$ cat config.mk
export PLATFORM = sky130hd
export DESIGN_NAME = gqy_mul
export DESIGN_NICKNAME = d
export VERILOG_FILES = /design/src/design/gqy_pkg.sv /design/src/design/gqy_mul.sv
export SDC_FILE = /design/constraint.sdc
export NUM_CORES = 2
export LEC_CHECK = 0
export BUFFER_PORTS_ARGS = -buffer_cell sky130_fd_sc_hd__buf_2
export CORE_ASPECT_RATIO = 0.8
export CORE_MARGIN = 1.5
export CORE_UTILIZATION = 65
export CTS_BUF_LIST = sky130_fd_sc_hd__clkbuf_8 sky130_fd_sc_hd__clkbuf_16
export DETAILED_ROUTE_END_ITERATION = 16
export GPL_ROUTABILITY_DRIVEN = 0
export PLACE_DENSITY = 0.93
export SKIP_CTS_REPAIR_TIMING = 1
export SLEW_MARGIN = 20
export SYNTH_ARGS = -nofsm -noshare
export SYNTH_HDL_FRONTEND = slang
export SYNTH_SLANG_ARGS = --single-unit
$ cat constraint.sdc
create_clock -name i_clk -period 11.8 [get_ports i_clk]
set_clock_uncertainty 0.2 [all_clocks]
set_input_delay 2.36 -clock i_clk [delete_from_list [all_inputs] [get_ports i_clk]]
set_output_delay 2.36 -clock i_clk [all_outputs]
set_load 0.02 [all_outputs]
$ cat src/design/gqy_pkg.sv
// Shared types, constants and tables for the gyro quaternion yaw block.
package gqy_pkg;

    // Default CORDIC iteration count and its upper bound
    localparam int CORDIC_STEPS_DEF = 24;
    localparam int CORDIC_STEPS_MAX = 32;

    // Shared multiplier operand and product widths
    localparam int MUL_W  = 33;
    localparam int PROD_W = 2 * MUL_W;

    // pi/90 in Q32: turns 1/16 deg/s times 2^24 s into a Q2.30 half angle
    localparam logic [27:0] RAD90_Q32 = 28'd149922641;

    // Heading scale: hundredths of a degree per turn
    localparam logic [15:0] CENTIDEG_TURN = 16'd36000;

    // Q2.30 one and the attitude reset value
    localparam logic signed [31:0] ONE_Q30 = 32'sh4000_0000;

    // Step time after reset (about 10 ms)
    localparam logic [23:0] STEP_TIME_RST = 24'd167772;

    // Configuration register indexes
    localparam logic [1:0] CFG_BIAS_X    = 2'd0;
    localparam logic [1:0] CFG_BIAS_Y    = 2'd1;
    localparam logic [1:0] CFG_BIAS_Z    = 2'd2;
    localparam logic [1:0] CFG_STEP_TIME = 2'd3;

    // Sequencer states
    typedef enum logic [3:0] {
        S_IDLE,
        S_HALF,
        S_EULER,
        S_NORM,
        S_SQRT,
        S_DIV,
        S_YAW,
        S_CORDIC,
        S_HEAD,
        S_DONE
    } t_state;

    // One product term of the Euler step: target component, q index, h index, sign
    typedef struct packed {
        logic [1:0] comp;
        logic [1:0] qi;
        logic [1:0] hi;
        logic       neg;
    } t_term;

    // Terms of q' = q + H(h) q, three per component
    function automatic t_term euler_term(input logic [3:0] idx);
        t_term t;
        case (idx)
            4'd0:    t = '{comp: 2'd0, qi: 2'd1, hi: 2'd0, neg: 1'b1};
            4'd1:    t = '{comp: 2'd0, qi: 2'd2, hi: 2'd1, neg: 1'b1};
            4'd2:    t = '{comp: 2'd0, qi: 2'd3, hi: 2'd2, neg: 1'b1};
            4'd3:    t = '{comp: 2'd1, qi: 2'd0, hi: 2'd0, neg: 1'b0};
            4'd4:    t = '{comp: 2'd1, qi: 2'd2, hi: 2'd2, neg: 1'b0};
            4'd5:    t = '{comp: 2'd1, qi: 2'd3, hi: 2'd1, neg: 1'b1};
            4'd6:    t = '{comp: 2'd2, qi: 2'd0, hi: 2'd1, neg: 1'b0};
            4'd7:    t = '{comp: 2'd2, qi: 2'd1, hi: 2'd2, neg: 1'b1};
            4'd8:    t = '{comp: 2'd2, qi: 2'd3, hi: 2'd0, neg: 1'b0};
            4'd9:    t = '{comp: 2'd3, qi: 2'd0, hi: 2'd2, neg: 1'b0};
            4'd10:   t = '{comp: 2'd3, qi: 2'd1, hi: 2'd1, neg: 1'b0};
            4'd11:   t = '{comp: 2'd3, qi: 2'd2, hi: 2'd0, neg: 1'b1};
            default: t = '{comp: 2'd0, qi: 2'd0, hi: 2'd0, neg: 1'b0};
        endcase
        return t;
    endfunction

    // atan(2^-i) in units of 2^-32 turn
    function automatic logic [31:0] atan_turn(input logic [4:0] i);
        logic [31:0] a;
        case (i)
            5'd0:    a = 32'd536870912;
            5'd1:    a = 32'd316933406;
            5'd2:    a = 32'd167458907;
            5'd3:    a = 32'd85004756;
            5'd4:    a = 32'd42667331;
            5'd5:    a = 32'd21354465;
            5'd6:    a = 32'd10679838;
            5'd7:    a = 32'd5340245;
            5'd8:    a = 32'd2670163;
            5'd9:    a = 32'd1335087;
            5'd10:   a = 32'd667544;
            5'd11:   a = 32'd333772;
            5'd12:   a = 32'd166886;
            5'd13:   a = 32'd83443;
            5'd14:   a = 32'd41722;
            5'd15:   a = 32'd20861;
            5'd16:   a = 32'd10430;
            5'd17:   a = 32'd5215;
            5'd18:   a = 32'd2608;
            5'd19:   a = 32'd1304;
            5'd20:   a = 32'd652;
            5'd21:   a = 32'd326;
            5'd22:   a = 32'd163;
            5'd23:   a = 32'd81;
            5'd24:   a = 32'd41;
            5'd25:   a = 32'd20;
            5'd26:   a = 32'd10;
            5'd27:   a = 32'd5;
            5'd28:   a = 32'd3;
            5'd29:   a = 32'd1;
            5'd30:   a = 32'd1;
            default: a = 32'd0;
        endcase
        return a;
    endfunction

endpackage

$ cat src/design/gqy_mul.sv
// Shared signed multiplier with registered product.
module gqy_mul (
    input  logic                              i_clk,
    input  logic signed [gqy_pkg::MUL_W-1:0]  i_a,
    input  logic signed [gqy_pkg::MUL_W-1:0]  i_b,
    output logic signed [gqy_pkg::PROD_W-1:0] o_p
);

    logic signed [gqy_pkg::PROD_W-1:0] r_p;

    // Register every product
    always_ff @(posedge i_clk) begin
        r_p <= i_a * i_b;
    end

    assign o_p = r_p;

endmodule

==> impl_results.md <==
* Result of the run: complete, no violations
* Number of enable flip-flop cells after synthesis at 0
* Post-route cell area at ~42000 um^2
* Endpoint class of the critical path: flip-flop
* GRT Residual Overflow at 0
* Depth of the critical timing path with buffers and inverters included at 24
* Number of nets in the layout at about 5.7k
* Upper clock frequency limit at 0.0950 GHz
* Horizontal die dimension at about 280 um
* Post-synth design cell area at between 40000 and 50000 um^2
* Clock H-tree levels at 3
* Buffer and inverter count on the worst path at 6
* Async set-or-reset flop fraction in the synthesized netlist at 0
* Max_slew headroom at 0.245
* Number of cells traversed by the worst hold path at 2
* Number of antenna violations at the first check in global routing at 12
* Commonest cells after routing, fill and taps aside: 1144 x fa_1, 1131 x inv_1, 562 x and2_1
* Average instance area after synthesis at 9.39 um^2
* Total global-route track usage at 0.393
* Layout-stage area growth over the synthesis result at 3.22%
* Clk root buf: clkbuf_16
* Max reg flops at between 60 and 70
* Required time reported for the critical path endpoint at 11.87 ns
* Per-cell via count in the routed design at approximately 6.1
* Final count of negative-setup-slack endpoints at 0
* Maximum number of buffers from clock root to sink at 2
* Share of the yosys chip area belonging to registers at 0.0324
* Part of the cycle the worst path needs at 0.892
* Total routed wirelength at ~120000 um
* # DRC at 0
* Commonest non-fill, non-tap cell in the layout: fa_1
* Synthesized net count at 5767
* Share of layout cells above drive strength 1 at 0.0463
* Peak per-stage delay on the critical path at slightly above 0.9 ns
* Max_cap viols at 0
* Launch point of the worst hold path: i_b[0]
* Unrepaired setup endpoints after global routing: false
* Number of buffers added on ports at roughly 130
* Std-Cell Rows at between 80 and 90
* Primary FF master, synth: dfxtp_1
* Initial Util at 0.662
* Cell at the slowest stage of the critical path: fa_1
* Hold Path Class: in2reg
* Initial DRT Pass Iterations at 6
* Path type of the worst setup path: in2reg
* Core region area at roughly 62000 um^2
* Post-CTS clock slew at the launch and capture registers of the worst setup and hold paths at about 0.070 ns
* Drt first-iter violations at 3738
* Wire length of the first global-routing pass at roughly 190000 um
* Hold Violations, Final at 0
* Count of warnings emitted by yosys at 0
* Clock tree from TritonCTS: yes
* Vias at 31.3k
* Standard cell area after detailed placement at ~42000 um^2
* Fill cells at 3881
* Endpoint of the worst hold path: o_p[0]
* Post-route ant nets at 0
* Final min period at between 10 and 15 ns
* Slew at the pin with the worst max-slew slack at approximately 1.1 ns
* Launching element type of the critical path: input port
* Largest net degree at the start of global routing at 34
* Setup TNS at 0 ns
* Cells along the critical path: buf_2 -> nand2_1 -> inv_1 -> fa_1 -> fa_1 -> fa_1 -> inv_1 -> fa_1 -> inv_1 -> fa_1 -> fa_1 -> fa_1 -> inv_1 -> fa_1 -> inv_1 -> ha_1 -> and4_1 -> nand3_1 -> nand2b_1 -> a2111oi_4 -> a211oi_4 -> a21oi_2 -> nor4b_2 -> a311oi_1
* Area of the die at between 60000 and 70000 um^2
* Crit path max-delay family: adder cells
* CTS Buf Count at 9
* Count of pins on the block boundary at roughly 130
* Cell count after synthesis at 4338
* Number of global-route vias before repair at approximately 35k
* Routed wire length per instance at ~23 um
* Worst-path maximum fanout at 33
* Final HPWL from detailed placement at roughly 95000 um
* Most numerous cell on the critical path: fa_1
* Number of library cell types mapped by synthesis at 80
* Data arrival, critical path at ~11 ns
* Die Span Y at about 230 um
* Max-slew violation count at 0
* Number of sinks on the clock net at 66
* Total of flip-flops plus latches after synthesis at between 60 and 70
[Yosys cell counts, types with 25 or more instances]
master    count  share of area
dfxtp_1      66          0.032
xnor2_1      43         0.0092
ha_1        217          0.067
fa_1       1145           0.56
a21oi_1      57         0.0070
clkbuf_1    208          0.019
xor2_1       25         0.0054
nor2_1       68         0.0063
nand3_1      25         0.0031
inv_1      1131           0.10
nand2_1     551          0.051
and2_1      562          0.086
o21ai_0      25         0.0031
a21o_1       36         0.0066
[layer usage]
| metal | share of wire | vias up | wire length, um | GRT usage |
|---|---|---|---|---|
| li1 | - | 12200 | - | - |
| met1 | 0.33 | 15500 | 39700 | 0.489 |
| met2 | 0.43 | 2985 | 51500 | 0.573 |
| met4 | 0.052 | 14 | 6280 | 0.169 |
| met3 | 0.18 | 665 | 21700 | 0.205 |
| met5 | 0.0031 | - | 369 | 0.0136 |
[how the worst max path moves through the flow]
stage,startpoint,endpoint
after floorplan,i_a[32],o_p[62]
after global placement,i_a[32],o_p[62]
after detailed placement,i_a[32],o_p[58]
after CTS,i_a[32],o_p[58]
after global routing,i_a[32],o_p[58]
final,i_a[32],o_p[58]
[cells by family (layout without fill, tap and decap cells)]
kind of cell | count (synthesis) | count (layout) | share of synthesized area
buf+inv | 1352 | 1291 | 0.125
other cells | 0 | 8 | 0
fa+ha+maj | 1362 | 1362 | 0.629
compound gates | 219 | 219 | 0.0407
simple gates | 1271 | 1271 | 0.158
flops | 66 | 66 | 0.0324
xor+xnor | 68 | 68 | 0.0146
[through the flow]
stage	instances	utilization	hold WS, ns	worst slack, ns
after floorplan	4338	-	2.29	2.00
after global placement	5091	0.677	2.57	1.33
after detailed placement	5091	0.677	2.57	0.945
after CTS	5107	0.683	2.31	1.32
after global routing	5111	0.683	2.36	1.07
final	5115	0.683	2.34	1.28
[area by class of cell]
type                    count  area [um^2]  area share
clock buffers               9          225     0.00536
diodes                      8         20.0    0.000476
inverters                1131         4250       0.101
multi-input cells        2920        34300       0.816
well taps                 830         1040      0.0247
repair buffers            144          751      0.0179
clock inverters             7          124     0.00295
flip-flops and latches     66         1320      0.0314
Power is left out: the tool's default activity adds up to more than one toggle a clock period on the data nets, which glitch-free logic cannot reach.
